==> config.mk <==
export PLATFORM = sky130hd
export DESIGN_NAME = rep_cmp_unit
export DESIGN_NICKNAME = d
export VERILOG_FILES = /design/src/sv/rep_pkg.sv /design/src/sv/rep_cmp_unit.sv
export SDC_FILE = /design/constraint.sdc
export NUM_CORES = 1
export LEC_CHECK = 0
export BUFFER_PORTS_ARGS = -buffer_cell sky130_fd_sc_hd__buf_2
export CAP_MARGIN = 25
export CORE_ASPECT_RATIO = 0.75
export CORE_MARGIN = 8
export CORE_UTILIZATION = 55
export DETAILED_ROUTE_END_ITERATION = 7
export PLACE_DENSITY = 0.89
export SETUP_SLACK_MARGIN = 0.05
export SYNTH_ARGS = -nofsm -noshare
export SYNTH_HDL_FRONTEND = slang
export SYNTH_SLANG_ARGS = --single-unit
==> constraint.sdc <==
create_clock -name vclk -period 8.4
set_input_delay 0 -clock vclk [all_inputs]
set_output_delay 0 -clock vclk [all_outputs]
set_load 0.005 [all_outputs]
==> src/sv/rep_pkg.sv <==
package rep_pkg;

  // Fixed field widths
  localparam int SAMPLE_W = 13;
  localparam int IDX_W    = 9;
  localparam int THR_W    = 12;
  localparam int CNT_W    = 9;
  localparam int WEND_W   = 10;
  localparam int ALU_W    = 20;
  localparam int CFG_AW   = 5;
  localparam int CFG_DW   = 32;

  // Register reset values
  localparam logic [THR_W-1:0]  PEAK_THR_RST  = 12'd20;
  localparam logic [THR_W-1:0]  STEP_THR_RST  = 12'd10;
  localparam logic [CNT_W-1:0]  MIN_RISE_RST  = 9'd5;
  localparam logic [CNT_W-1:0]  WIN_START_RST = 9'd1;
  localparam logic [WEND_W-1:0] WIN_END_RST   = 10'd512;

  typedef enum logic [2:0] {
    REG_PEAK_THR  = 3'd0,
    REG_STEP_THR  = 3'd1,
    REG_MIN_RISE  = 3'd2,
    REG_WIN_START = 3'd3,
    REG_WIN_END   = 3'd4
  } reg_idx_t;

  typedef struct packed {
    logic [THR_W-1:0]  peak_threshold;
    logic [THR_W-1:0]  step_threshold;
    logic [CNT_W-1:0]  min_rising;
    logic [CNT_W-1:0]  window_start;
    logic [WEND_W-1:0] window_end;
  } cfg_t;

  typedef struct packed {
    logic [SAMPLE_W-1:0] sample;
    logic                last_sample;
  } sample_in_t;

  typedef struct packed {
    logic                is_peak;
    logic [IDX_W-1:0]    peak_index;
    logic [IDX_W-1:0]    start_index;
    logic [SAMPLE_W-1:0] peak_value;
    logic                overflow;
    logic                last_result;
  } result_t;

  typedef enum logic [3:0] {
    S_IDLE,
    S_INIT,
    S_CHECK,
    S_RD_A,
    S_STEP,
    S_LEVEL,
    S_MINR,
    S_BEFORE,
    S_THR,
    S_WALK_RD,
    S_WALK_CMP,
    S_EMIT,
    S_DONE
  } scan_state_t;

  // Sign-extend a sample to compare-unit width, optionally scaled by 2**sh
  function automatic logic signed [ALU_W-1:0] sx_sample(input logic [SAMPLE_W-1:0] v,
                                                       input logic [2:0] sh);
    logic signed [ALU_W-1:0] e;
    e = {{(ALU_W-SAMPLE_W){v[SAMPLE_W-1]}}, v};
    return e <<< sh;
  endfunction

  function automatic logic signed [ALU_W-1:0] zx_thr(input logic [THR_W-1:0] v);
    return {{(ALU_W-THR_W){1'b0}}, v};
  endfunction

endpackage

==> src/sv/rep_cmp_unit.sv <==
module rep_cmp_unit
  import rep_pkg::*;
(
  input  logic signed [ALU_W-1:0] x,
  input  logic signed [ALU_W-1:0] y,
  input  logic signed [ALU_W-1:0] z,
  output logic                    gt
);

  logic signed [ALU_W:0] diff;
  logic signed [ALU_W:0] z_ext;

  // Shared subtract and compare: (x - y) > z
  always_comb begin
    diff  = {x[ALU_W-1], x} - {y[ALU_W-1], y};
    z_ext = {z[ALU_W-1], z};
    gt    = diff > z_ext;
  end

endmodule

==> impl_metrics.csv <==
group,metric,value,unit
pwr,clockPowerShare,0,%
timing,timing.fmax,303,MHz
timing,period_share,39.3,%
pwr,switching_power,80.9,µW
clock_tree,hold_buffers,0,
clock_tree,post_cts_resized,0,
hold_path,hold_path.class,"in2out",
drt,route.antenna.remaining_nets,0,
yosys,syn_nets,326,
drt,dr.pass1.iters,4,
timing,fin_ws,5.10,ns
drt,vias,1717,
yosys,yosys_warnings,0,
pwr,switching_share,52.4,%
yosys,synth.distinct_cells,39,
pwr,power.share.combinational,100.0,%
placement,dp_hpwl,3760,µm
timing,finalSetupViolations,0,
timing,period_needed,3.30,ns
layout,clockBufferCount,0,
layout,final_layout_size_suffix_gt1_share,22.5,%
yosys,syn_inst,224,
worst_setup_path,cp_max_fo,3,
yosys,avgSynthCellArea,7.00,µm²
layout,utilization,72.1,%
run_status,outcome,"complete, no violations",
pwr,power_density,80.5,nW/µm²
timing,tightest_slew,0.671,ns
worst_setup_path,critPathCaptureType,"output pin",
die,num_io_pins,61,
die,dieArea,4840,µm²
die,die_h,62.3,µm
layout,syn_to_final_growth,22.3,%
hold_path,holdPathStages,6,
die,die_w,77.7,µm
layout,diodes,0,
placement,port_buffers,61,
pwr,p_seq_share,0,%
yosys,ys_top_cells_by_area,"ha_1, inv_1, xnor2_1, a21oi_1, a21o_1",
die,start_util,58.9,%
pwr,ir_worst_vdd,0.0000463,V
grt,globalRouteOverflowTotal,0,
placement,preCtsSetupSlack,5.13,ns
worst_setup_path,worstPathRequired,8.40,ns
yosys,syn_area,1570,µm²
layout,fillers,239,
grt,grt_pass1_vias,1675,
grt,grtUsageTotal,16.0,%
yosys,yosys-top-cells-count,"inv_1, ha_1, a21oi_1, nor2_1, nand2_1",
run,maxCapViolations,0,
timing,relSlewSlack,54.7,%
drt,vias_per_cell,5.35,
placement,placed_cell_area,1920,µm²
timing,final_hold_viol_count,0,
timing,setup-tns-final,0,ns
grt,grt_max_degree,8,
yosys,yosysSeqAreaShare,0,%
drt,wl_per_cell,12.7,µm
placement,place.gp.congestion,0.935,
layout,seq_area,0,µm²
die,placement_rows,16,
die,core_area,2660,µm²
drt,wl,4080,µm
layout,numSequentialCells,0,
layout,design_area,1920,µm²
layout,num-nets-final,389,
timing,rsz0062_at_grt,"no",
drt,drt_iter0_drc,73,
yosys,synth_top_area_cell,"ha_1",
worst_setup_path,start_kind,"input pin",
pwr,leakage,1.14,nW
worst_setup_path,crit_type,"in2out",
worst_setup_path,worstPathArrival,3.30,ns
drt,drc,0,
timing,final_max_slew_viol_count,0,
yosys,yosysMostFrequentCell,"inv_1",
pwr,power.internal,73.6,µW
yosys,synth_top_area_share,32.7,%
clock_tree,postCtsSetupRepairBufs,0,
grt,grt_pass1_wl,7010,µm
grt,grt_antenna_before_repair,0,
pwr,finalPower,155,µW
==> logic make-up after synthesis <==
group	after synthesis	share of synthesized area, %
AO/OA/AOI/OAI	68	29.7
adder cells (fa/ha/maj)	42	34.0
buffers and inverters	45	10.8
AND/OR/NAND/NOR	50	14.7
multiplexers	2	1.36
XOR/XNOR	17	9.49
==> metal layers <==
layer / vias to the layer above / wire length (µm) / global-route usage, %
met3: 0 / 241 / 2.16
met1: 747 / 1960 / 20.9
met5: - / 0 / 0
li1: 915 / - / -
met2: 55 / 1880 / 28.1
met4: 0 / 0 / 0.235
==> metrics by stage <==
stage	cells	hold WS (ns)
after global routing	321	0.608
after detailed placement	321	0.580
after CTS	321	0.581
final	321	0.578
after floorplan	224	0.307
after global placement	321	0.537
==> cells in the final DEF, fill, tap and decap left out, types with 3 or more instances in the layout <==
cell,count
a21o_1,9
buf_2,61
a211oi_1,4
ha_1,41
o211ai_1,4
inv_1,45
a21oi_1,19
o21a_1,5
nand3_1,6
nor2_1,16
xnor2_1,11
o21ai_0,9
nand2_1,14
nand4_1,3
xor2_1,6
==> worst max-delay path, cell delays in order <==
cell	delay [ns]
buf_2	0.10
inv_1	0.05
ha_1	0.27
nor2b_1	0.19
o2111ai_1	0.18
a2111oi_2	0.46
o21ai_0	0.17
nor4b_1	0.18
a311oi_1	0.23
ha_1	0.31
a41o_1	0.24
a211oi_1	0.22
o31ai_1	0.10
a211oi_1	0.24
mux2i_1	0.24
buf_2	0.14
==> power groups by stage <==
stage                     combinational (mW)  clock (mW)  sequential (mW)
after floorplan                        0.112           0                0
after global placement                 0.148           0                0
after detailed placement               0.153           0                0
after CTS                              0.154           0                0
after global routing                   0.175           0                0
final                                  0.155           0                0
==> cell type report <==
type                       instances  area (µm²)  area share, %
inverter                          45         169           8.80
timing repair buffer              61         305           15.9
tap                               36        45.0           2.35
multi-input combinational        179        1400           72.9
==> worst paths after layout <==
kind / endpoint / startpoint / slack [ns]
max: gt / y[1] / 5.10
min: gt / z[0] / 0.58
Note: power is estimated with default switching activity, not from simulation.
