File: src/sv/rep_pkg.sv
package rep_pkg;

  // Fixed field widths
  localparam int SAMPLE_W = 13;
  localparam int IDX_W    = 9;
  localparam int THR_W    = 12;
  localparam int CNT_W    = 9;
  localparam int WEND_W   = 10;
  localparam int ALU_W    = 20;
  localparam int CFG_AW   = 5;
  localparam int CFG_DW   = 32;

  // Register reset values
  localparam logic [THR_W-1:0]  PEAK_THR_RST  = 12'd20;
  localparam logic [THR_W-1:0]  STEP_THR_RST  = 12'd10;
  localparam logic [CNT_W-1:0]  MIN_RISE_RST  = 9'd5;
  localparam logic [CNT_W-1:0]  WIN_START_RST = 9'd1;
  localparam logic [WEND_W-1:0] WIN_END_RST   = 10'd512;

  typedef enum logic [2:0] {
    REG_PEAK_THR  = 3'd0,
    REG_STEP_THR  = 3'd1,
    REG_MIN_RISE  = 3'd2,
    REG_WIN_START = 3'd3,
    REG_WIN_END   = 3'd4
  } reg_idx_t;

  typedef struct packed {
    logic [THR_W-1:0]  peak_threshold;
    logic [THR_W-1:0]  step_threshold;
    logic [CNT_W-1:0]  min_rising;
    logic [CNT_W-1:0]  window_start;
    logic [WEND_W-1:0] window_end;
  } cfg_t;

  typedef struct packed {
    logic [SAMPLE_W-1:0] sample;
    logic                last_sample;
  } sample_in_t;

  typedef struct packed {
    logic                is_peak;
    logic [IDX_W-1:0]    peak_index;
    logic [IDX_W-1:0]    start_index;
    logic [SAMPLE_W-1:0] peak_value;
    logic                overflow;
    logic                last_result;
  } result_t;

  typedef enum logic [3:0] {
    S_IDLE,
    S_INIT,
    S_CHECK,
    S_RD_A,
    S_STEP,
    S_LEVEL,
    S_MINR,
    S_BEFORE,
    S_THR,
    S_WALK_RD,
    S_WALK_CMP,
    S_EMIT,
    S_DONE
  } scan_state_t;

  // Sign-extend a sample to compare-unit width, optionally scaled by 2**sh
  function automatic logic signed [ALU_W-1:0] sx_sample(input logic [SAMPLE_W-1:0] v,
                                                       input logic [2:0] sh);
    logic signed [ALU_W-1:0] e;
    e = {{(ALU_W-SAMPLE_W){v[SAMPLE_W-1]}}, v};
    return e <<< sh;
  endfunction

  function automatic logic signed [ALU_W-1:0] zx_thr(input logic [THR_W-1:0] v);
    return {{(ALU_W-THR_W){1'b0}}, v};
  endfunction

endpackage

File: src/sv/rep_cfg_regs.sv
module rep_cfg_regs
  import rep_pkg::*;
(
  input  logic              clk,
  input  logic              rst,
  input  logic              psel,
  input  logic              penable,
  input  logic              pwrite,
  input  logic [CFG_AW-1:0] paddr,
  input  logic [CFG_DW-1:0] pwdata,
  output logic [CFG_DW-1:0] prdata,
  output logic              pready,
  output cfg_t              cfg
);

  logic     wr_stb;
  reg_idx_t idx;

  assign pready = 1'b1;
  assign wr_stb = psel && penable && pwrite;
  assign idx    = reg_idx_t'(paddr[CFG_AW-1:2]);

  // Register writes on the access phase
  always_ff @(posedge clk) begin
    if (rst) begin
      cfg.peak_threshold <= PEAK_THR_RST;
      cfg.step_threshold <= STEP_THR_RST;
      cfg.min_rising     <= MIN_RISE_RST;
      cfg.window_start   <= WIN_START_RST;
      cfg.window_end     <= WIN_END_RST;
    end else if (wr_stb) begin
      unique case (idx)
        REG_PEAK_THR:  cfg.peak_threshold <= pwdata[THR_W-1:0];
        REG_STEP_THR:  cfg.step_threshold <= pwdata[THR_W-1:0];
        REG_MIN_RISE:  cfg.min_rising     <= pwdata[CNT_W-1:0];
        REG_WIN_START: cfg.window_start   <= pwdata[CNT_W-1:0];
        REG_WIN_END:   cfg.window_end     <= pwdata[WEND_W-1:0];
        default: ;
      endcase
    end
  end

  // Read mux
  always_comb begin
    unique case (idx)
      REG_PEAK_THR:  prdata = {{(CFG_DW-THR_W){1'b0}}, cfg.peak_threshold};
      REG_STEP_THR:  prdata = {{(CFG_DW-THR_W){1'b0}}, cfg.step_threshold};
      REG_MIN_RISE:  prdata = {{(CFG_DW-CNT_W){1'b0}}, cfg.min_rising};
      REG_WIN_START: prdata = {{(CFG_DW-CNT_W){1'b0}}, cfg.window_start};
      REG_WIN_END:   prdata = {{(CFG_DW-WEND_W){1'b0}}, cfg.window_end};
      default:       prdata = '0;
    endcase
  end

endmodule

File: config.mk
export PLATFORM = sky130hd
export DESIGN_NAME = rep_cfg_regs
export DESIGN_NICKNAME = d
export VERILOG_FILES = /design/src/sv/rep_pkg.sv /design/src/sv/rep_cfg_regs.sv
export SDC_FILE = /design/constraint.sdc
export NUM_CORES = 1
export LEC_CHECK = 0
export ABC_CLOCK_PERIOD_IN_PS = 2900
export BUFFER_PORTS_ARGS = -buffer_cell sky130_fd_sc_hd__buf_2
export CAP_MARGIN = 20
export CORE_MARGIN = 3
export CORE_UTILIZATION = 24
export CTS_CLUSTER_DIAMETER = 60
export DETAILED_ROUTE_END_ITERATION = 7
export GPL_TIMING_DRIVEN = 1
export SLEW_MARGIN = 20
export SYNTH_ARGS = -nofsm -noshare
export SYNTH_HDL_FRONTEND = slang
export SYNTH_SLANG_ARGS = --single-unit
export TNS_END_PERCENT = 10
File: constraint.sdc
create_clock -name clk -period 2.9 [get_ports clk]
set_input_delay 0.58 -clock clk [delete_from_list [all_inputs] [get_ports clk]]
set_output_delay 0.58 -clock clk [all_outputs]
set_load 0.01 [all_outputs]
==> results of run 1 <==
-- cells in the final DEF, fill, tap and decap left out, types with 2 or more instances in the layout --
cell,instances
nand2b_1,56
dfxtp_1,52
nand3_1,3
clkbuf_8,5
nor3_1,2
inv_6,2
and3_1,3
o22ai_1,9
buf_2,83
conb_1,21
a22oi_1,16
nor2b_1,2
nor3_2,2
buf_4,9
mux2i_1,54
nor2_1,14
mux2_2,9
-- tightest hold or removal path, stage by stage, from the launching register on --
cell and delay (ps):
dfxtp_1 330, nand2b_1 70, mux2i_1 60
-- through the flow --
stage / setup slack (ps) / cells / power [mW] / util (%) / hold WS (ps)
after detailed placement: 179 / 483 / 0.890 / 30.0 / 485
after global placement: 185 / 483 / 0.888 / 30.0 / 472
after CTS: 191 / 491 / 1.35 / 30.9 / 490
final: 183 / 491 / 1.32 / 30.9 / 499
after floorplan: 842 / 295 / 0.852 / - / 501
after global routing: 103 / 491 / 1.38 / 30.9 / 496
-- per-layer routing --
metal  part of all wire [%]  vias to the layer above
met5                      0                        -
met4                   0.97                        0
met3                    4.8                       10
met2                     49                       81
met1                     45                     1047
li1                       -                     1068
-- power by group through the flow --
stage | Combinational [mW] | Clock (mW) | Sequential, mW
after floorplan | 0.110 | 0 | 0.742
after global placement | 0.149 | 0 | 0.739
after detailed placement | 0.150 | 0 | 0.740
after CTS | 0.150 | 0.474 | 0.723
after global routing | 0.162 | 0.497 | 0.725
final | 0.149 | 0.448 | 0.723
-- kinds of logic (layout without fill, tap and decap cells) --
logic type / Yosys count / in the layout / synth area share, %
simple gates: 87 / 87 / 19.9
mux: 63 / 63 / 23.9
flops: 52 / 52 / 38.8
buf+inv: 42 / 102 / 9.27
compound gates: 30 / 30 / 7.92
other cells: 2 / 21 / 0.280
-- worst min path at each step --
stage,start,endpoint,cells after the start
5_1_grt,pwdata[4],cfg[44]$_SDFFE_PP1P_,2
2_1_floorplan,cfg[28]$_SDFFE_PP0P_,cfg[28]$_SDFFE_PP0P_,2
4_1_cts,pwdata[4],cfg[44]$_SDFFE_PP1P_,2
3_3_place_gp,cfg[17]$_SDFFE_PP0P_,cfg[17]$_SDFFE_PP0P_,2
3_5_place_dp,cfg[24]$_SDFFE_PP0P_,cfg[24]$_SDFFE_PP0P_,2
6_report,cfg[24]$_SDFFE_PP0P_,cfg[24]$_SDFFE_PP0P_,2
-- cells in the mapped netlist --
library cell	instances
buf_2	7
conb_1	2
a2bb2oi_1	1
and3_1	3
buf_4	22
o22ai_1	9
and4b_1	1
a21oi_1	1
clkbuf_1	11
a22oi_1	16
nor3_1	2
nor2_1	14
nand3_1	3
nor2b_1	2
or3_1	1
a211o_1	1
nand2b_1	56
a31oi_1	1
nand4b_4	1
buf_1	1
a21boi_0	1
mux2i_1	54
and3b_1	1
mux2_2	9
nand2_2	1
dfxtp_1	52
nor3_2	2
inv_2	1
-- cell type report --
type	instances	area (um^2)	area share, %
repair buffers	93	503	15.3
clock inverters	3	25.0	0.763
inverters	1	3.75	0.114
multi-input cells	201	1470	44.8
flip-flops and latches	52	1040	31.7
well taps	136	170	5.19
clock buffers	5	68.8	2.10
==> results.tsv, run 1 <==
metric	value	unit
regToRegSetupSlack	2070	ps
cts_max_level	2	
synth_area_per_cell	9.73	um^2
finalMaxSlewViolations	0	
timing.fmax	368	MHz
ioPinCount	127	
crit_buf_inv	2	
endpoint	prdata[7]	
yosysWarnings	0	
ys_ff_latch	52	
period_needed	2720	ps
worstMarginPinSlew	1060	ps
cellInternalPower	0.954	mW
rsz0062_at_grt	false	
busiest_layer	met2	
numCtsBuffers	5	
crit_slowest_cell	nor2b_1	
antenna_found_initial	0	
coreArea	0.0106	mm^2
seqPwrFrac	54.8	%
met2_usage	22.4	%
antenna_cells	0	
grt_pass1_wl	12.5	mm
wl_per_cell	16.5	um
p_switching	0.366	mW
gr-total-overflow	0	
r2r-start	cfg[44]$_SDFFE_PP1P_	
ir_drop	0.200	mV
die_y	112	um
power_density	403	mW/mm^2
fin_crit_sh	93.7	%
drtAntennaViolNets	0	
startpoint_type	primary input	
synth_area	0.00269	mm^2
postCtsSetupBuffers	0	
synth_area_leaders	dfxtp_1 39%, mux2i_1 20%, nand2b_1 13%	
synth_top_cell_area_share	38.8	%
crit_fanout	9	
cp.required	2320	ps
hold_class	flop to flop	
setup_viol	0	
port-buffer-count	83	
syn_inst	276	
clk_latency	300	ps
initial_utilization	25.3	%
drt_iter0_markers	111	
hpwlAfterDp	5.93	mm
syn_to_final_growth	22.1	%
ys_seq_area_share	38.8	%
first_pass_iters	4	
place.gp.congestion	0.725	
clk_pin_slew	100	ps
fillerInstances	1123	
arrival	2140	ps
tns	0	ps
timing.rr.end	cfg[44]$_SDFFE_PP1P_	
largest_reg_flops	52	
grt_max_degree	43	
rr_worst_depth	2	
reg_top3	cfg x52	
max_slew_margin	29.0	%
wl	8.12	mm
p_leak	1.63	nW
ctsResizeCount	0	
clock_path_buffers	2	
cts_hold_buf	0	
globalRouteMet1Util	16.1	%
critPathLaunch	paddr[4]	
fin_area	0.00328	mm^2
cp.depth	5	
grtUsageMet3	2.83	%
die_w	112	um
switching_share	27.8	%
grtUsageTotal	12.7	%
clockPowerShare	33.9	%
vias	2206	
drc_errors	0	
drive_gt1_share	32.4	%
cp_top_family	simple AND/OR/NAND/NOR gates	
synth_cell_types	28	
endpoint_kind	output port	
rows	37	
cts_num_sinks	52	
path_class	primary input to output port	
num-nets-final	396	
grt_pass1_vias	2187	
cap_violations	0	
crit_chain	buf_2, nor2b_1, a22oi_1, o22ai_1, buf_2	
tritoncts	built	
hold_viol	0	
finClkSkew	0	ps
vias_per_cell	4.49	
max_stage_delay	830	ps
p_comb_share	11.3	%
clock-root-buffer	clkbuf_8	
yosys.area.top_type	dfxtp_1	
die_area	0.0125	mm^2
status	complete, no violations	
largest-register	cfg	
postPlaceCellArea	0.00319	mm^2
cp_common_cell	buf_2	
Power figures use the tool's default switching activity.
==> run 2, diff against run 1 <==
--- a/config.mk
+++ b/config.mk
@@ -5,6 +5,7 @@
 export SDC_FILE = /design/constraint.sdc
 export NUM_CORES = 1
 export LEC_CHECK = 0
+export ABC_AREA = 1
 export ABC_CLOCK_PERIOD_IN_PS = 2900
 export BUFFER_PORTS_ARGS = -buffer_cell sky130_fd_sc_hd__buf_2
 export CAP_MARGIN = 20
==> results.tsv, run 2 <==
metric	value	unit	change
crit_chain	buf_2, inv_2, nand2_1, nor2_2, buf_4, nand2_1, nand3_1, buf_2		was buf_2, nor2b_1, a22oi_1, o22ai_1, buf_2
largest_reg_flops	52		unchanged
busiest_layer	met2		unchanged
worstMarginPinSlew	562	ps	was 1060 ps
p_leak	1.73	nW	was 1.63 nW
hold_class	flop to flop		unchanged
clock_path_buffers	2		unchanged
rows	38		was 37
synth_area_per_cell	6.31	um^2	was 9.73 um^2
startpoint_type	primary input		unchanged
drtAntennaViolNets	0		unchanged
cts_max_level	2		unchanged
max_stage_delay	390	ps	was 830 ps
coreArea	0.0111	mm^2	was 0.0106 mm^2
cp.required	2320	ps	about the same
ys.flop_type	dfxtp_1		unchanged
largest-register	cfg		unchanged
ir_drop	0.283	mV	was 0.200 mV
die_y	113	um	was 112 um
syn_to_final_growth	21.6	%	was 22.1%
rsz0062_at_grt	false		unchanged
cap_violations	0		unchanged
ys_ff_latch	52		unchanged
drt_iter0_markers	146		was 111
vias	2838		was 2,206
ioPinCount	127		unchanged
synth_cell_types	18		was 28
place.gp.congestion	0.826		was 0.725
netlist_top_cells_count	125 x nand2_1, 105 x nor2_1, 57 x nand3_1		was 56 x nand2b_1, 54 x mux2i_1, 52 x dfxtp_1
finalMaxSlewViolations	0		unchanged
numCtsBuffers	5		unchanged
yosysWarnings	0		unchanged
synth_area_leaders	dfxtp_1 38%, nand2_1 17%, nor2_1 14%		was dfxtp_1 39%, mux2i_1 20%, nand2b_1 13%
synthArstFlopShare	0	%	unchanged
yosysMostFrequentCell	nand2_1		was nand2b_1
hpwlAfterDp	6.56	mm	was 5.93 mm
setup_viol	0		unchanged
initial_utilization	25.0	%	was 25.3%
port-buffer-count	83		unchanged
path_class	primary input to output port		unchanged
hold_viol	0		unchanged
gr-total-overflow	0		unchanged
fillerInstances	1246		was 1,123
die_area	0.0129	mm^2	was 0.0125 mm^2
grt_max_degree	53		was 43
vias_per_cell	4.33		was 4.49
hold_slack	495	ps	was 499 ps
layout_common_cells	125 x nand2_1, 105 x nor2_1, 83 x buf_2, 57 x nand3_1, 52 x dfxtp_1		was 83 x buf_2, 56 x nand2b_1, 54 x mux2i_1, 52 x dfxtp_1, 21 x conb_1
endpoint_kind	output port		unchanged
syn_inst	439		was 276
cts_num_sinks	52		unchanged
grt_pass1_wl	13.8	mm	was 12.5 mm
clk_pin_slew	70	ps	was 100 ps
met2_usage	21.6	%	was 22.4%
reg_top3	cfg x52		unchanged
status	complete, no violations		unchanged
final_common_cell	nand2_1		was buf_2
clock-root-buffer	clkbuf_16		was clkbuf_8
globalRouteMet1Util	18.2	%	was 16.1%
synth_edf_count	0		unchanged
period_needed	2540	ps	was 2720 ps
synth_top_cell_area_share	37.6	%	was 38.8%
antenna_cells	0		unchanged
drc_errors	0		unchanged
drive_gt1_share	21.9	%	was 32.4%
antenna_found_initial	0		unchanged
tns	0	ps	unchanged
die_w	113	um	was 112 um
ctsResizeCount	0		unchanged
crit_slowest_cell	inv_2		was nor2b_1
yosys.area.top_type	dfxtp_1		unchanged
ys_seq_area_share	37.6	%	was 38.8%
cts_hold_buf	0		unchanged
num-nets-final	557		was 396
first_pass_iters	4		unchanged
clk_latency	290	ps	was 300 ps
grt_pass1_vias	2656		was 2,187
wl	8.49	mm	was 8.12 mm
wl_per_cell	13.0	um	was 16.5 um
power_density	438	mW/mm^2	was 403 mW/mm^2
max_slew_margin	62.5	%	was 29.0%
grtUsageMet3	2.81	%	was 2.83%
tritoncts	built		unchanged
grtUsageTotal	13.3	%	was 12.7%
fin_crit_sh	87.4	%	was 93.7%
total_power	1.48	mW	was 1.32 mW
crit_fanout	27		was 9
postCtsSetupBuffers	0		unchanged
arrival	1960	ps	was 2140 ps
synth_area	0.00277	mm^2	was 0.00269 mm^2
finClkSkew	0	ps	unchanged
timing.fmax	394	MHz	was 368 MHz
[run 2: cell count changes in the layout (fill, tap and decap cells not counted), sizes merged, moves of 12 or more]
cell / delta
nand2b: -56
inv: +26
nand3: +58
mux2i: -54
a22oi: -16
nand4: +12
nor2: +99
nand2: +124
[run 2: path summary, 6_finish.rpt]
path                                            from              endpoint  slack [ps]  depth (start not counted)
worst max-delay path                        paddr[4]             prdata[9]         360                          8
worst min-delay path            cfg[44]$_SDFFE_PP1P_  cfg[44]$_SDFFE_PP1P_         500                          2
worst max register to register  cfg[10]$_SDFFE_PP1P_  cfg[10]$_SDFFE_PP1P_        2250                          2
worst min register to register  cfg[44]$_SDFFE_PP1P_  cfg[44]$_SDFFE_PP1P_         500                          2
[run 2: power by group]
| group | switching [mW] | internal, mW |
|---|---|---|
| Clock | 0.261 | 0.314 |
| Sequential | 0.00718 | 0.723 |
| Combinational | 0.121 | 0.0495 |
| Total | 0.389 | 1.09 |
[run 2: cell families (layout without fill, tap and decap cells)]
kind of cell           Yosys count  after routing  synth area share, %
AO/OA/AOI/OAI                    2              2                0.361
buffers and inverters           72            129                 13.8
other                            2             21                0.271
AND/OR/NAND/NOR                311            311                 48.0
flip-flops                      52             52                 37.6
[run 2: worst max-delay path, delay by kind of cell]
family	cells	cell delay, ps
buffers and inverters	4	890
AND/OR/NAND/NOR	4	470
[run 2: per-layer routing]
layer	routed length, um	share of wire, %	up-vias
li1	-	-	1468
met1	3950	47	1265
met2	3860	46	99
met3	615	7.2	6
met4	55	0.65	0
met5	0	0	-
[run 2: final cells by class]
class	count	area, um^2	share of cell area, %
multi-input combinational	334	1420	42.1
inverter	30	113	3.34
tap	140	175	5.20
clock inverter	2	12.5	0.371
clock buffer	5	125	3.71
timing repair buffer	92	483	14.3
sequential	52	1040	30.9
[run 2: through the flow]
| step | utilization, % | cell area, um^2 | setup slack [ps] | std cells |
|---|---|---|---|---|
| 6_report | 30.4 | 3370 | 364 | 655 |
| 5_1_grt | 30.4 | 3370 | 203 | 655 |
| 4_1_cts | 30.4 | 3370 | 370 | 655 |
| 3_5_place_dp | 29.2 | 3230 | 383 | 648 |
| 3_3_place_gp | 29.2 | 3230 | 415 | 648 |
| 2_1_floorplan | - | 2840 | 973 | 458 |
==> run 3, diff against run 2 <==
--- a/config.mk
+++ b/config.mk
@@ -6,7 +6,7 @@
 export NUM_CORES = 1
 export LEC_CHECK = 0
 export ABC_AREA = 1
-export ABC_CLOCK_PERIOD_IN_PS = 2900
+export ABC_CLOCK_PERIOD_IN_PS = 2230
 export BUFFER_PORTS_ARGS = -buffer_cell sky130_fd_sc_hd__buf_2
 export CAP_MARGIN = 20
 export CORE_MARGIN = 3
==> constraint.sdc (replaced) <==
create_clock -name clk -period 2.23 [get_ports clk]
set_input_delay 0.446 -clock clk [delete_from_list [all_inputs] [get_ports clk]]
set_output_delay 0.446 -clock clk [all_outputs]
set_load 0.01 [all_outputs]
==> results.tsv, run 3 (synthesis gave the netlist of run 2 again) <==
metric	value	unit	change
drtAntennaViolNets	0		unchanged
drive_gt1_share	23.0	%	was 21.9%
grt_max_degree	28		was 53
cts_num_sinks	52		unchanged
clock-root-buffer	clkbuf_16		unchanged
rsz0062_at_grt	false		unchanged
tns	0	ps	unchanged
wl	8.58	mm	was 8.49 mm
port-buffer-count	83		unchanged
fin_crit_sh	92.8	%	
grt_pass1_vias	2676		was 2,656
path_class	primary input to output port		unchanged
rows	38		unchanged
die_w	113	um	unchanged
wl_per_cell	13.0	um	about the same
vias	2905		was 2,838
utilization	31.1	%	was 30.4%
coreArea	0.0111	mm^2	unchanged
ctsResizeCount	0		unchanged
final_common_cell	nand2_1		unchanged
max_slew_margin	47.4	%	was 62.5%
place.gp.congestion	0.854		was 0.826
postCtsSetupBuffers	0		unchanged
largest_reg_flops	52		unchanged
period_needed	2070	ps	
arrival	1620	ps	was 1960 ps
status	complete, no violations		unchanged
cap_violations	0		unchanged
power_density	568	mW/mm^2	was 438 mW/mm^2
first_pass_iters	5		was 4
total_power	1.96	mW	was 1.48 mW
layout_common_cells	125 x nand2_1, 105 x nor2_1, 83 x buf_2, 57 x nand3_1, 52 x dfxtp_1		unchanged
placedCellCount	654		was 648
clk_pin_slew	60	ps	was 70 ps
hold_class	primary input to flop		was flop to flop
largest-register	cfg		unchanged
finClkSkew	0	ps	unchanged
endpoint_kind	output port		unchanged
drc_errors	0		unchanged
initial_utilization	25.0	%	unchanged
timing.fmax	483	MHz	
hold_viol	0		unchanged
finalMaxSlewViolations	0		unchanged
final_cell_count_no_fill	662		was 655
cts_hold_buf	0		unchanged
crit_fanout	10		was 27
reg_top3	cfg x52		unchanged
startpoint_type	primary input		unchanged
hpwlAfterDp	6.72	mm	was 6.56 mm
clk_latency	280	ps	was 290 ps
grt_pass1_wl	13.9	mm	was 13.8 mm
ioPinCount	127		unchanged
syn_to_final_growth	24.5	%	was 21.6%
antenna_cells	0		unchanged
num-nets-final	563		was 557
p_leak	1.78	nW	was 1.73 nW
setup_viol	0		unchanged
numCtsBuffers	5		unchanged
vias_per_cell	4.39		was 4.33
ir_drop	0.312	mV	was 0.283 mV
worstMarginPinSlew	784	ps	was 562 ps
gr-total-overflow	0		unchanged
cts_max_level	2		unchanged
clock_path_buffers	2		unchanged
die_y	113	um	unchanged
antenna_found_initial	0		unchanged
tritoncts	built		unchanged
drt_iter0_markers	163		was 146
cp.required	1780	ps	was 2320 ps
die_area	0.0129	mm^2	unchanged
grtUsageTotal	13.5	%	was 13.3%
## run 3: per-layer routing
metal  share of wire, %  global-route usage (%)  wire length [um]
met3                9.3                    3.45               795
met4                1.3                    3.45               108
met2                 45                    21.5              3830
met1                 45                    18.2              3850
met5                  0                       0                 0
## run 3: area by class of cell
cell class                 instances  area [um^2]
tap                              140          175
timing repair buffer              98          553
fill                            1228         7630
multi-input combinational        334         1420
inverter                          30          113
sequential                        52         1040
clock buffer                       6          139
clock inverter                     2         10.0
## run 3: path summary, 6_finish.rpt
path / endpoint / depth (start not counted) / slack [ps] / from
worst min register to register: cfg[42]$_SDFFE_PP1P_ / 2 / 490 / cfg[42]$_SDFFE_PP1P_
worst max-delay path: prdata[11] / 8 / 160 / paddr[3]
worst max register to register: cfg[10]$_SDFFE_PP1P_ / 2 / 1590 / cfg[10]$_SDFFE_PP1P_
worst min-delay path: cfg[31]$_SDFFE_PP1P_ / 3 / 380 / pwdata[3]
## run 3: metrics by stage
step	setup WS, ps	cell area, um^2	hold WS, ps
CTS	172	3450	384
global placement	198	3300	481
floorplan	571	2840	501
finish	160	3450	384
global route	48.7	3450	391
detailed placement	180	3300	486
## run 3: report_power, final
| group | internal (mW) | switching (mW) |
|---|---|---|
| Combinational | 0.0755 | 0.160 |
| Clock | 0.443 | 0.332 |
| Sequential | 0.940 | 0.00935 |
| Total | 1.46 | 0.502 |
## run 3: worst max-delay path, cell delays in order
cell and delay [ps]:
buf_2 180, inv_2 130, nand2_1 110, nor2_2 290, buf_4 220, nand2_1 50, nand2_1 60, buf_2 120
