## src/sv/rep_pkg.sv

```systemverilog
package rep_pkg;

  // Fixed field widths
  localparam int SAMPLE_W = 13;
  localparam int IDX_W    = 9;
  localparam int THR_W    = 12;
  localparam int CNT_W    = 9;
  localparam int WEND_W   = 10;
  localparam int ALU_W    = 20;
  localparam int CFG_AW   = 5;
  localparam int CFG_DW   = 32;

  // Register reset values
  localparam logic [THR_W-1:0]  PEAK_THR_RST  = 12'd20;
  localparam logic [THR_W-1:0]  STEP_THR_RST  = 12'd10;
  localparam logic [CNT_W-1:0]  MIN_RISE_RST  = 9'd5;
  localparam logic [CNT_W-1:0]  WIN_START_RST = 9'd1;
  localparam logic [WEND_W-1:0] WIN_END_RST   = 10'd512;

  typedef enum logic [2:0] {
    REG_PEAK_THR  = 3'd0,
    REG_STEP_THR  = 3'd1,
    REG_MIN_RISE  = 3'd2,
    REG_WIN_START = 3'd3,
    REG_WIN_END   = 3'd4
  } reg_idx_t;

  typedef struct packed {
    logic [THR_W-1:0]  peak_threshold;
    logic [THR_W-1:0]  step_threshold;
    logic [CNT_W-1:0]  min_rising;
    logic [CNT_W-1:0]  window_start;
    logic [WEND_W-1:0] window_end;
  } cfg_t;

  typedef struct packed {
    logic [SAMPLE_W-1:0] sample;
    logic                last_sample;
  } sample_in_t;

  typedef struct packed {
    logic                is_peak;
    logic [IDX_W-1:0]    peak_index;
    logic [IDX_W-1:0]    start_index;
    logic [SAMPLE_W-1:0] peak_value;
    logic                overflow;
    logic                last_result;
  } result_t;

  typedef enum logic [3:0] {
    S_IDLE,
    S_INIT,
    S_CHECK,
    S_RD_A,
    S_STEP,
    S_LEVEL,
    S_MINR,
    S_BEFORE,
    S_THR,
    S_WALK_RD,
    S_WALK_CMP,
    S_EMIT,
    S_DONE
  } scan_state_t;

  // Sign-extend a sample to compare-unit width, optionally scaled by 2**sh
  function automatic logic signed [ALU_W-1:0] sx_sample(input logic [SAMPLE_W-1:0] v,
                                                       input logic [2:0] sh);
    logic signed [ALU_W-1:0] e;
    e = {{(ALU_W-SAMPLE_W){v[SAMPLE_W-1]}}, v};
    return e <<< sh;
  endfunction

  function automatic logic signed [ALU_W-1:0] zx_thr(input logic [THR_W-1:0] v);
    return {{(ALU_W-THR_W){1'b0}}, v};
  endfunction

endpackage

```

## src/sv/rep_scan_ctrl.sv

```systemverilog
module rep_scan_ctrl
  import rep_pkg::*;
#(
  parameter int DEPTH     = 512,
  parameter int MAX_PEAKS = 63
) (
  input  logic                        clk,
  input  logic                        rst,
  input  logic                        start,
  output logic                        busy,
  input  sample_in_t                  item,
  input  cfg_t                        cfg,
  output logic                        mem_wr_en,
  output logic [$clog2(DEPTH)-1:0]    mem_wr_addr,
  output logic [SAMPLE_W-1:0]         mem_wr_data,
  output logic [$clog2(DEPTH)-1:0]    mem_rd_addr,
  input  logic [SAMPLE_W-1:0]         mem_rd_data,
  output logic signed [ALU_W-1:0]     alu_x,
  output logic signed [ALU_W-1:0]     alu_y,
  output logic signed [ALU_W-1:0]     alu_z,
  input  logic                        alu_gt,
  output logic                        result_valid,
  output result_t                     result
);

  localparam int AW = $clog2(DEPTH);
  localparam int LW = $clog2(DEPTH + 1);
  localparam int CW = (LW > WEND_W) ? LW : WEND_W;
  localparam int PW = (MAX_PEAKS > 1) ? $clog2(MAX_PEAKS + 1) : 1;

  scan_state_t         state, state_next;
  logic [LW-1:0]       loaded, loaded_next;
  logic [CW-1:0]       scan, scan_next;
  logic [CW-1:0]       end_idx, end_idx_next;
  logic [CW-1:0]       above, above_next;
  logic [CW-1:0]       below, below_next;
  logic [CW-1:0]       p_idx, p_idx_next;
  logic [CW-1:0]       t_idx, t_idx_next;
  logic [PW-1:0]       peaks, peaks_next;
  logic                ovf, ovf_next;
  logic [SAMPLE_W-1:0] b_val, b_val_next;
  logic [SAMPLE_W-1:0] a_val, a_val_next;
  result_t             result_next;
  logic                result_valid_next;

  logic [CW-1:0]       first_idx;
  logic [CW-1:0]       min_rise;
  logic [CW-1:0]       wend;
  logic [CW-1:0]       loaded_w;
  logic [CW:0]         run;
  logic [CW:0]         cur_ext;
  logic [CW:0]         before_w;
  logic [CW-1:0]       prev_idx;

  assign busy = (state != S_IDLE);

  // Derived scan quantities
  always_comb begin
    first_idx = (cfg.window_start == '0) ? CW'(1) : CW'(cfg.window_start);
    min_rise  = (cfg.min_rising == '0) ? CW'(1) : CW'(cfg.min_rising);
    wend      = CW'(cfg.window_end);
    loaded_w  = CW'(loaded);
    run       = {1'b0, above} + {1'b0, below};
    cur_ext   = {1'b0, scan};
    before_w  = (run < cur_ext) ? (cur_ext - (CW + 1)'(1) - run) : '0;
    prev_idx  = scan - CW'(1);
  end

  // State and datapath registers
  always_ff @(posedge clk) begin
    if (rst) begin
      state        <= S_IDLE;
      loaded       <= '0;
      scan         <= '0;
      above        <= '0;
      below        <= '0;
      peaks        <= '0;
      ovf          <= 1'b0;
      result_valid <= 1'b0;
    end else begin
      state        <= state_next;
      loaded       <= loaded_next;
      scan         <= scan_next;
      above        <= above_next;
      below        <= below_next;
      peaks        <= peaks_next;
      ovf          <= ovf_next;
      result_valid <= result_valid_next;
    end
  end

  always_ff @(posedge clk) begin
    end_idx <= end_idx_next;
    p_idx   <= p_idx_next;
    t_idx   <= t_idx_next;
    b_val   <= b_val_next;
    a_val   <= a_val_next;
    result  <= result_next;
  end

  // Sequencer
  always_comb begin
    state_next        = state;
    loaded_next       = loaded;
    scan_next         = scan;
    end_idx_next      = end_idx;
    above_next        = above;
    below_next        = below;
    p_idx_next        = p_idx;
    t_idx_next        = t_idx;
    peaks_next        = peaks;
    ovf_next          = ovf;
    b_val_next        = b_val;
    a_val_next        = a_val;
    result_next       = result;
    result_valid_next = 1'b0;
    mem_wr_en         = 1'b0;
    mem_wr_addr       = loaded[AW-1:0];
    mem_wr_data       = item.sample;
    mem_rd_addr       = '0;
    alu_x             = '0;
    alu_y             = '0;
    alu_z             = '0;

    unique case (state)
      S_IDLE: begin
        // Load one sample per transaction; overflowing samples are dropped
        if (start) begin
          if (loaded < LW'(DEPTH)) begin
            mem_wr_en   = 1'b1;
            loaded_next = loaded + LW'(1);
          end
          if (item.last_sample) begin
            state_next = S_INIT;
          end
        end
      end

      S_INIT: begin
        scan_next    = first_idx;
        end_idx_next = (wend < loaded_w) ? wend : loaded_w;
        above_next   = '0;
        below_next   = '0;
        peaks_next   = '0;
        ovf_next     = 1'b0;
        state_next   = S_CHECK;
      end

      S_CHECK: begin
        if (scan < end_idx) begin
          mem_rd_addr = prev_idx[AW-1:0];
          state_next  = S_RD_A;
        end else begin
          state_next  = S_DONE;
        end
      end

      S_RD_A: begin
        b_val_next  = mem_rd_data;
        mem_rd_addr = scan[AW-1:0];
        state_next  = S_STEP;
      end

      S_STEP: begin
        // a - b > step threshold
        alu_x      = sx_sample(mem_rd_data, 3'd0);
        alu_y      = sx_sample(b_val, 3'd0);
        alu_z      = zx_thr(cfg.step_threshold);
        a_val_next = mem_rd_data;
        state_next = alu_gt ? S_LEVEL : S_MINR;
      end

      S_LEVEL: begin
        // a > peak threshold
        alu_x = sx_sample(a_val, 3'd0);
        alu_z = zx_thr(cfg.peak_threshold);
        if (alu_gt) begin
          above_next = above + CW'(1);
        end else begin
          below_next = below + CW'(1);
        end
        scan_next  = scan + CW'(1);
        state_next = S_CHECK;
      end

      S_MINR: begin
        if (above < min_rise) begin
          above_next = '0;
          below_next = '0;
          scan_next  = scan + CW'(1);
          state_next = S_CHECK;
        end else if (below >= above) begin
          mem_rd_addr = before_w[AW-1:0];
          state_next  = S_BEFORE;
        end else begin
          state_next  = S_THR;
        end
      end

      S_BEFORE: begin
        // -sample[before] > b rejects the candidate
        alu_y = sx_sample(mem_rd_data, 3'd0);
        alu_z = sx_sample(b_val, 3'd0);
        if (alu_gt) begin
          above_next = '0;
          below_next = '0;
          scan_next  = scan + CW'(1);
          state_next = S_CHECK;
        end else begin
          state_next = S_THR;
        end
      end

      S_THR: begin
        // threshold > b: peak too low, keep scanning
        alu_x = zx_thr(cfg.peak_threshold);
        alu_z = sx_sample(b_val, 3'd0);
        if (alu_gt) begin
          above_next = '0;
          below_next = '0;
          scan_next  = scan + CW'(1);
          state_next = S_CHECK;
        end else if (peaks >= PW'(MAX_PEAKS)) begin
          ovf_next   = 1'b1;
          state_next = S_DONE;
        end else begin
          p_idx_next = prev_idx;
          t_idx_next = (above <= prev_idx) ? (prev_idx - above) : '0;
          state_next = S_WALK_RD;
        end
      end

      S_WALK_RD: begin
        if (t_idx < p_idx) begin
          mem_rd_addr = t_idx[AW-1:0];
          state_next  = S_WALK_CMP;
        end else begin
          state_next  = S_EMIT;
        end
      end

      S_WALK_CMP: begin
        // b - 16s > 4s  <=>  20s < b
        alu_x = sx_sample(b_val, 3'd0);
        alu_y = sx_sample(mem_rd_data, 3'd4);
        alu_z = sx_sample(mem_rd_data, 3'd2);
        if (alu_gt) begin
          t_idx_next = t_idx + CW'(1);
          state_next = S_WALK_RD;
        end else begin
          state_next = S_EMIT;
        end
      end

      S_EMIT: begin
        result_next.is_peak     = 1'b1;
        result_next.peak_index  = p_idx[IDX_W-1:0];
        result_next.start_index = t_idx[IDX_W-1:0];
        result_next.peak_value  = b_val;
        result_next.overflow    = 1'b0;
        result_next.last_result = 1'b0;
        result_valid_next       = 1'b1;
        peaks_next              = peaks + PW'(1);
        above_next              = '0;
        below_next              = '0;
        scan_next               = p_idx;
        state_next              = S_CHECK;
      end

      S_DONE: begin
        result_next.is_peak     = 1'b0;
        result_next.peak_index  = '0;
        result_next.start_index = '0;
        result_next.peak_value  = '0;
        result_next.overflow    = ovf;
        result_next.last_result = 1'b1;
        result_valid_next       = 1'b1;
        loaded_next             = '0;
        scan_next               = '0;
        above_next              = '0;
        below_next              = '0;
        state_next              = S_IDLE;
      end

      default: begin
        state_next = S_IDLE;
      end
    endcase
  end

endmodule

```

## config.mk

```make
export PLATFORM = sky130hd
export DESIGN_NAME = rep_scan_ctrl
export DESIGN_NICKNAME = d
export VERILOG_FILES = /design/src/sv/rep_pkg.sv /design/src/sv/rep_scan_ctrl.sv
export SDC_FILE = /design/constraint.sdc
export NUM_CORES = 1
export LEC_CHECK = 0
export BUFFER_PORTS_ARGS = -buffer_cell sky130_fd_sc_hd__buf_2
export CORE_MARGIN = 5
export CORE_UTILIZATION = 31
export CTS_BUF_LIST = sky130_fd_sc_hd__clkbuf_8
export DETAILED_ROUTE_END_ITERATION = 8
export SETUP_SLACK_MARGIN = 0.1
export SYNTH_ARGS = -nofsm -noshare
export SYNTH_HDL_FRONTEND = slang
export SYNTH_SLANG_ARGS = --single-unit
```

## constraint.sdc

```tcl
create_clock -name clk -period 3.9 [get_ports clk]
set_input_delay 0.39 -clock clk [delete_from_list [all_inputs] [get_ports clk]]
set_output_delay 0.39 -clock clk [all_outputs]
set_load 0.02 [all_outputs]
```

==> results of run 1 <==
[state kept, by name, summed over array words and instances, names as in the netlist, 10 cells and up]
signal	flops
loaded	10
t_idx	10
result	34
b_val	13
end_idx	10
above	10
a_val	13
below	10
scan	10
p_idx	10
[cell usage in the layout (no fill, tap or decap), drive strengths merged, types with 6 or more instances in the layout]
cell,netlist,routed
o31ai,22,22
edfxtp,90,90
xor2,11,11
and3,7,7
xnor2,34,34
o21a,10,10
a21o,9,9
inv,92,96
buf,53,238
nand2,86,86
nor2,76,76
or2,6,6
nor4,12,12
nand3,20,20
o22ai,11,11
a22oi,32,32
a211oi,16,16
or3,12,12
or4,13,13
a2111oi,7,7
nand2b,19,19
nor3,25,25
a21oi,62,62
a31oi,8,8
o311ai,10,10
clkinv,1,7
o211ai,8,8
nand4,22,22
clkbuf,37,17
dfxtp,52,52
o21ai,31,31
a222oi,22,22
ha,89,89
a221oi,8,8
mux2,11,11
nor2b,31,31
[power by group]
| part | switching (uW) | internal [uW] |
|---|---|---|
| clock network | 638 | 433 |
| logic | 622 | 394 |
| registers | 31.2 | 1650 |
[layout make-up]
class                           count  area share [%]
Multi-Input combinational cell    793           47.87
Sequential cell                   142           30.81
Timing Repair Buffer              238           11.16
Tap cell                          442           4.538
Inverter                           93           2.864
Clock buffer                       17           1.920
Clock inverter                     15          0.8213
Antenna cell                        1         0.02053
[worst paths after layout]
path                               from                    end  slack, ps  cells after the start
hold reg to reg   peaks[3]$_SDFFE_PP0P_  peaks[3]$_SDFFE_PP0P_        500                      1
hold / removal          mem_rd_data[12]    b_val[12]$_DFFE_PN_        170                      1
setup reg to reg   scan[0]$_SDFFE_PP0P_     t_idx[6]$_DFFE_PP_        570                     12
setup / recovery  below[0]$_SDFFE_PP0P_         mem_rd_addr[8]       -300                     15
[metrics by stage]
step / setup WS [ps] / TNS [ps] / utilization [%] / cell area (um2)
after floorplan: 110.0 / 0 / - / 10250
after global routing: -477.3 / -4066 / 37.45 / 12190
after detailed placement: -22.33 / -22.33 / 35.49 / 11550
after CTS: -69.88 / -550.8 / 37.16 / 12090
final: -297.5 / -2299 / 37.46 / 12190
after global placement: 95.25 / 0 / 35.49 / 11550
[cells by family (layout without fill, tap and decap cells)]
logic type                 Yosys count  after routing
AOI/OAI and AO/OA                  291            292
xor gates and xnor gates            45             45
adders and majority gates           92             92
buffers and inverters              183            363
DFF                                142            142
muxes                               14             14
other                                0              1
and+or+nand+nor                    350            350
[worst register-to-register path, delay by kind of cell, from the launching register on]
| kind | cells | cell delay, ps |
|---|---|---|
| xor gates and xnor gates | 1 | 390 |
| adders and majority gates | 2 | 700 |
| AOI/OAI and AO/OA | 3 | 550 |
| and+or+nand+nor | 4 | 510 |
| buffers and inverters | 2 | 340 |
| DFF | 1 | 590 |
[metal layers]
layer  up-vias  global-route usage [%]  share of wire, %
met1      4504                   23.38                43
met2       411                   29.58                46
li1       4469                       -                 -
met4         4                   5.414               2.8
met5         -                       0             0.079
met3        65                   3.708               7.6
[what timing repair did]
| action | 4_1_cts | 5_1_grt |
|---|---|---|
| cloned | 1 | 0 |
| setup endpoints to repair | 9 | 9 |
| resized for setup | 35 | 10 |
| pin swaps | 18 | 16 |
| hold endpoints to repair | 0 | 0 |
| buffers inserted | 5 | 7 |
==> qor.csv, run 1 <==
metric;value;unit
ys_warn_count;0;
clock_sinks;142;
finalHoldViolations;0;
timing.final.max_slew_violations;0;
cts_root_buf;clkbuf_8;
drive_gt1_share;25.12;%
setup_violations;9;
vias;9453;
synth-seq-cells;142;
die_h;191.6;um
synth-simple-area-share;17.57;%
cts.reportedPaths.clkPinSlew;90;ps
cts_tree;done;
maxSlewHeadroom;31.81;%
core_area;0.03254;mm2
multi_input_area;0.005834;mm2
dp_hpwl;25830;um
worst_pin_slew;1023;ps
cp_cell_sequence;ha_4, fa_2, nand2b_4, a221o_1, a211oi_2, nor2_1, xnor2_1, ha_1, a21oi_2, o22ai_2, a2111oi_4, buf_4, o2111ai_4, o21ai_2, buf_6;
synthFlopType;edfxtp_1;
drtIter0Drc;934;
start_kind;flip-flop;
finalCritPeriodShare;107.6;%
synth-compound-area-share;20.56;%
arrival;3810;ps
violations;setup timing;
insertion_delay;470;ps
synth_area_leaders;edfxtp_1, ha_1, dfxtp_1;
portBuffers;184;
finalPower;3769;uW
routedWlPerCell;19.64;um
yosys.area_share.xor_xnor;3.855;%
die_area;0.03671;mm2
power_density;309.3;mW/mm2
nFillCells;3330;
critPathKind;flip-flop to output port;
final_cell_count_no_fill;1741;
syn-num-nets;1292;
gp_congestion;0.9282;
synthTopCellsByCount;edfxtp_1, inv_1, ha_1, nand2_1, nor2_1;
antenna_found_initial;3;
synth_top_area_cell;edfxtp_1;
synthMuxAreaShare;1.505;%
antenna_left;0;
finClkSkew;14.37;ps
first_pass_iters;6;
fp-row-count;66;
fmax;0.2382;GHz
fp.dieW;191.6;um
irDropWorstVdd;0.2095;mV
fin_crit;4198;ps
worst_slack;-297.5;ps
hold_slack;168.0;ps
seq_area_frac_synth;36.62;%
drt-total-wl;34190;um
p_leak;0.005151;uW
ys_types;75;
clk_path_buf_depth;2;
synth_area_per_cell;9.153;um2
start_util;31.42;%
grt_pass1_wl;51290;um
synth_top_family_by_area;compound AO/OA/AOI/OAI gates;
synth_fa_ha_area_share;11.48;%
rsz0062_at_grt;true;
cp-end-kind;output port;
syn-instance-count;1117;
grt_remaining_overflow;0;
hold_buffers;0;
cp_slowest_cell;dfxtp_2;
cp_max_fo;4;
seqCellArea;0.003755;mm2
max_stage_delay;360;ps
crit_family;compound AO/OA/AOI/OAI gates;
grt_usage;17.81;%
io_pins;211;
hold_class;input port to flip-flop;
numCtsBuffers;17;
synth_edf_count;90;
nets;1460;
crit_required;3510;ps
grt_start_max_net_pins;53;
syn_area;0.01022;mm2
syn2layout_area_growth;19.21;%
path_buf_inv;2;
yosysTopAreaCellShare;26.43;%
h-tree-depth;4;
status;finished, violations left;
grt_pass1_vias;8979;
place_inst;1695;
vias_per_cell;5.430;
drc_errors;0;
synthArstFlopShare;0;%
cap_violations;0;
Power figures use the tool's default switching activity.
==> inputs of run 2 (changes only) <==
--- a/config.mk
+++ b/config.mk
@@ -5,7 +5,7 @@
 export SDC_FILE = /design/constraint.sdc
 export NUM_CORES = 1
 export LEC_CHECK = 0
-export BUFFER_PORTS_ARGS = -buffer_cell sky130_fd_sc_hd__buf_2
+export BUFFER_PORTS_ARGS = -buffer_cell sky130_fd_sc_hd__clkbuf_2
 export CORE_MARGIN = 5
 export CORE_UTILIZATION = 31
 export CTS_BUF_LIST = sky130_fd_sc_hd__clkbuf_8
==> qor.csv, run 2 (synthesized netlist as in run 1, its figures left out) <==
metric;value;unit
antenna_left;0;
vias;9467;
cp-end-kind;output port;
syn2layout_area_growth;18.65;%
crit_required;3510;ps
startpoint;above[8]$_SDFFE_PP0P_;
placed_area;0.01156;mm2
fp.dieW;191.6;um
drtIter0Drc;880;
insertion_delay;470;ps
rrSetupSlack;590;ps
die_h;191.6;um
finalPower;3806;uW
core_area;0.03254;mm2
grt_remaining_overflow;0;
final_area;0.01213;mm2
first_pass_iters;6;
cts_root_buf;clkbuf_8;
worst_pin_slew;998.7;ps
arrival;3630;ps
portBuffers;184;
nets;1455;
numCtsBuffers;17;
diodes;0;
p_leak;0.005085;uW
gp_congestion;0.9515;
drc_errors;0;
h-tree-depth;4;
grt_start_max_net_pins;53;
nFillCells;3379;
crit_family;compound AO/OA/AOI/OAI gates;
layout_common_cells;clkbuf_2, inv_1, edfxtp_1, nand2_1, ha_1;
io_pins;211;
cp_slowest_cell;dfxtp_1;
clk_path_buf_depth;2;
hold_class;input port to flip-flop;
fin_crit;4022;ps
timing.final.max_slew_violations;0;
status;finished, violations left;
cp_cell_sequence;inv_1, ha_1, inv_2, and3_1, a2111oi_1, o211ai_1, ha_1, inv_1, o22ai_2, a2111oi_4, o2111ai_4, o31ai_4, clkbuf_8;
cp_max_fo;5;
cts_tree;done;
largest-register;result;
routedWlPerCell;19.44;um
seqCellArea;0.003756;mm2
dp_hpwl;25570;um
reg_top3;result: 34 flops, a_val: 13 flops, b_val: 13 flops;
die_area;0.03671;mm2
irDropWorstVdd;0.2037;mV
power_density;313.7;mW/mm2
start_util;31.42;%
setup_violations;9;
antenna_found_initial;2;
grt_usage;17.81;%
max_stage_delay;410;ps
start_kind;flip-flop;
cap_violations;0;
drt-total-wl;33710;um
fmax;0.2486;GHz
finalHoldViolations;0;
hold_start;mem_rd_data[9];
timing.rr.start;scan[2]$_SDFFE_PP0P_;
finalCritPeriodShare;103.1;%
grt_pass1_wl;51430;um
worst_slack;-122.4;ps
rsz0062_at_grt;true;
maxSlewHeadroom;33.42;%
path_buf_inv;4;
vias_per_cell;5.460;
clock_sinks;142;
drive_gt1_share;24.30;%
grt_pass1_vias;9063;
violations;setup timing;
fp-row-count;66;
multi_input_area;0.005798;mm2
final_common_cell;clkbuf_2;
hold_slack;178.0;ps
dp_slack;-61.11;ps
cts.reportedPaths.clkPinSlew;90;ps
finClkSkew;16.61;ps
largest_reg_flops;34;
critPathKind;flip-flop to output port;
run 2: changes by cell type in the layout (fill, tap and decap cells not counted), sizes merged:
cell      previous run  this run
inv                 96        98
buf                238        57
clkinvlp             5         3
clkbuf              17       193
diode                1         0
clkinv               7         5
bufinv               0         1
run 2: final cells by class:
cell class	count	area share (%)
well taps	442	4.559
clock inverters	14	0.9799
repair buffers	233	10.89
clock buffers	17	1.929
flip-flops and latches	142	30.96
multi-input cells	793	47.80
inverters	93	2.878
run 2: timing repair:
action,4_1_cts,5_1_grt
cloned,1,0
setup buffers,5,0
pin swaps,18,7
resized for setup,31,15
endpoints found under the setup margin,9,9
hold buffers,0,0
run 2: per-layer routing:
layer	routed length, um	GRT usage [%]	share of wire [%]	vias to the layer above
met4	832	5.580	2.5	2
met2	15560	29.17	46	408
met3	2699	3.999	8.0	56
li1	-	-	-	4457
met5	13	0	0.039	-
met1	14610	23.49	43	4544
run 2: report_power, final:
group / internal (uW) / leakage (uW) / switching [uW] / total, uW
clock network: 500 / 0.000179 / 641 / 1140
logic: 385 / 0.00366 / 599 / 984
registers: 1650 / 0.00124 / 31.3 / 1680
run 2: through the flow:
stage	util, %	setup TNS (ps)	cells
3_5_place_dp	35.54	-177.3	1697
6_report	37.28	-813.6	1734
5_1_grt	37.28	-2920	1734
4_1_cts	37.21	-793.6	1734
2_1_floorplan	-	0	1117
3_3_place_gp	35.54	0	1697
run 2: path summary, 6_finish.rpt:
path	endpoint	depth (start not counted)
max	mem_rd_addr[3]	13
min	b_val[9]$_DFFE_PN_	1
max reg2reg	t_idx[6]$_DFFE_PP_	10
min reg2reg	ovf$_SDFFE_PP0P_	2
==> inputs of run 3 (changes only) <==
--- a/config.mk
+++ b/config.mk
@@ -6,10 +6,13 @@
 export NUM_CORES = 1
 export LEC_CHECK = 0
 export BUFFER_PORTS_ARGS = -buffer_cell sky130_fd_sc_hd__clkbuf_2
+export CELL_PAD_IN_SITES_DETAIL_PLACEMENT = 0
+export CELL_PAD_IN_SITES_GLOBAL_PLACEMENT = 1
 export CORE_MARGIN = 5
 export CORE_UTILIZATION = 31
 export CTS_BUF_LIST = sky130_fd_sc_hd__clkbuf_8
 export DETAILED_ROUTE_END_ITERATION = 8
+export PLACE_DENSITY_LB_ADDON = 0.1
 export SETUP_SLACK_MARGIN = 0.1
 export SYNTH_ARGS = -nofsm -noshare
 export SYNTH_HDL_FRONTEND = slang
==> qor.csv, run 3 (synthesized netlist as in run 1, its figures left out) <==
metric;value;unit
placed_area;0.01165;mm2
routedWlPerCell;20.94;um
diodes;0;
p_leak;0.005157;uW
fmax;0.2445;GHz
antenna_found_initial;0;
cts_tree;done;
io_pins;211;
hold_buffers;0;
dp_hpwl;28040;um
hold_start;mem_rd_data[12];
power_density;328.2;mW/mm2
arrival;3700;ps
worst_slack;-189.5;ps
die_area;0.03671;mm2
status;finished, violations left;
gp_congestion;0.8213;
timing.rr.start;scan[1]$_SDFFE_PP0P_;
rsz0062_at_grt;true;
h-tree-depth;4;
violations;setup timing;
final_common_cell;clkbuf_2;
die_h;191.6;um
clk_path_buf_depth;2;
grt_pass1_wl;54900;um
insertion_delay;470;ps
setup_violations;9;
largest-register;result;
fin_crit;4090;ps
cp-end-kind;output port;
clock_sinks;142;
core_area;0.03254;mm2
drt-total-wl;36500;um
numCtsBuffers;17;
grt_remaining_overflow;0;
grt_pass1_vias;9133;
final_cell_count_no_fill;1743;
startpoint;below[0]$_SDFFE_PP0P_;
crit_required;3510;ps
cap_violations;0;
hold_slack;186.9;ps
largest_reg_flops;34;
hold_class;input port to flip-flop;
first_pass_iters;7;
start_kind;flip-flop;
nets;1463;
layout_common_cells;clkbuf_2, inv_1, edfxtp_1, nand2_1, ha_1;
grt_start_max_net_pins;44;
vias;9282;
fp.dieW;191.6;um
finalHoldViolations;0;
drc_errors;0;
antenna_left;0;
maxSlewHeadroom;44.36;%
path_buf_inv;2;
vias_per_cell;5.325;
cp_slowest_cell;dfxtp_2;
irDropWorstVdd;0.2041;mV
cp_cell_sequence;ha_4, fa_2, nand2b_4, a221o_1, a211oi_2, nor2_1, xnor2_1, ha_1, a21oi_2, o22ai_2, a2111oi_4, o2111ai_2, buf_6, o211ai_1, buf_4;
drive_gt1_share;25.29;%
crit_family;compound AO/OA/AOI/OAI gates;
grt_usage;19.38;%
place_inst;1709;
cts_root_buf;clkbuf_8;
reg_top3;result: 34 flops, a_val: 13 flops, b_val: 13 flops;
timing.final.max_slew_violations;0;
start_util;31.42;%
portBuffers;184;
finalPower;4013;uW
drtIter0Drc;718;
cts.reportedPaths.clkPinSlew;100;ps
worst_pin_slew;834.6;ps
critPathKind;flip-flop to output port;
max_stage_delay;370;ps
final_area;0.01223;mm2
cp_max_fo;5;
dp_slack;88.70;ps
syn2layout_area_growth;19.61;%
finalCritPeriodShare;104.9;%
finClkSkew;26.06;ps
fp-row-count;66;
-- run 3: cell count changes in the layout (fill, tap and decap cells not counted), sizes merged --
cell      before  now
buf           57   64
clkinv         5    9
clkinvlp       3    0
bufinv         1    3
clkbuf       193  195
inv           98   96
o2111ai        5    4
-- run 3: what timing repair did --
action                                  in CTS  in global routing
endpoints found under the setup margin       9                  9
pin swaps                                   17                 13
resized for setup                           20                 25
cloned                                       1                  0
setup buffers                                1                  0
-- run 3: report_power, final --
part	internal (uW)	switching, uW
clock	644	674
combinational	398	620
sequential	1650	27.3
-- run 3: per-layer routing --
layer  part of all wire (%)  vias to the layer above  track usage [%]
li1                       -                     4472                -
met3                    5.5                       34            3.399
met4                    1.7                        0            4.420
met1                     46                     4475            26.49
met5                      0                        -                0
met2                     47                      301            32.14
-- run 3: final timing paths --
| check | endpoint | slack, ps | cells after the start |
|---|---|---|---|
| setup / recovery | mem_rd_addr[6] | -190 | 15 |
| hold / removal | b_val[12]$_DFFE_PN_ | 190 | 1 |
| setup reg to reg | t_idx[6]$_DFFE_PP_ | 690 | 11 |
| hold reg to reg | ovf$_SDFFE_PP0P_ | 490 | 2 |
-- run 3: per-stage QoR --
step                      util [%]  setup TNS (ps)
after floorplan                  -               0
after global placement       35.82               0
after detailed placement     35.82               0
after CTS                    37.35           -1865
after global routing         37.58           -3263
final                        37.58           -1386
-- run 3: area by class of cell --
| type | instances | area, um2 |
|---|---|---|
| Fill cell | 3467 | 20310 |
| Multi-Input combinational cell | 792 | 5761 |
| Sequential cell | 142 | 3755 |
| Timing Repair Buffer | 242 | 1390 |
| Tap cell | 442 | 553.0 |
| Inverter | 93 | 349.1 |
| Clock buffer | 17 | 234.0 |
| Clock inverter | 15 | 186.4 |
-- run 3: worst register-to-register path: cells and delay by family (launching register included) --
family,cells,cell delay [ps]
compound gates,4,990
fa+ha+maj,2,670
simple gates,2,450
flops,1,340
buf+inv,2,320
xor+xnor,1,240
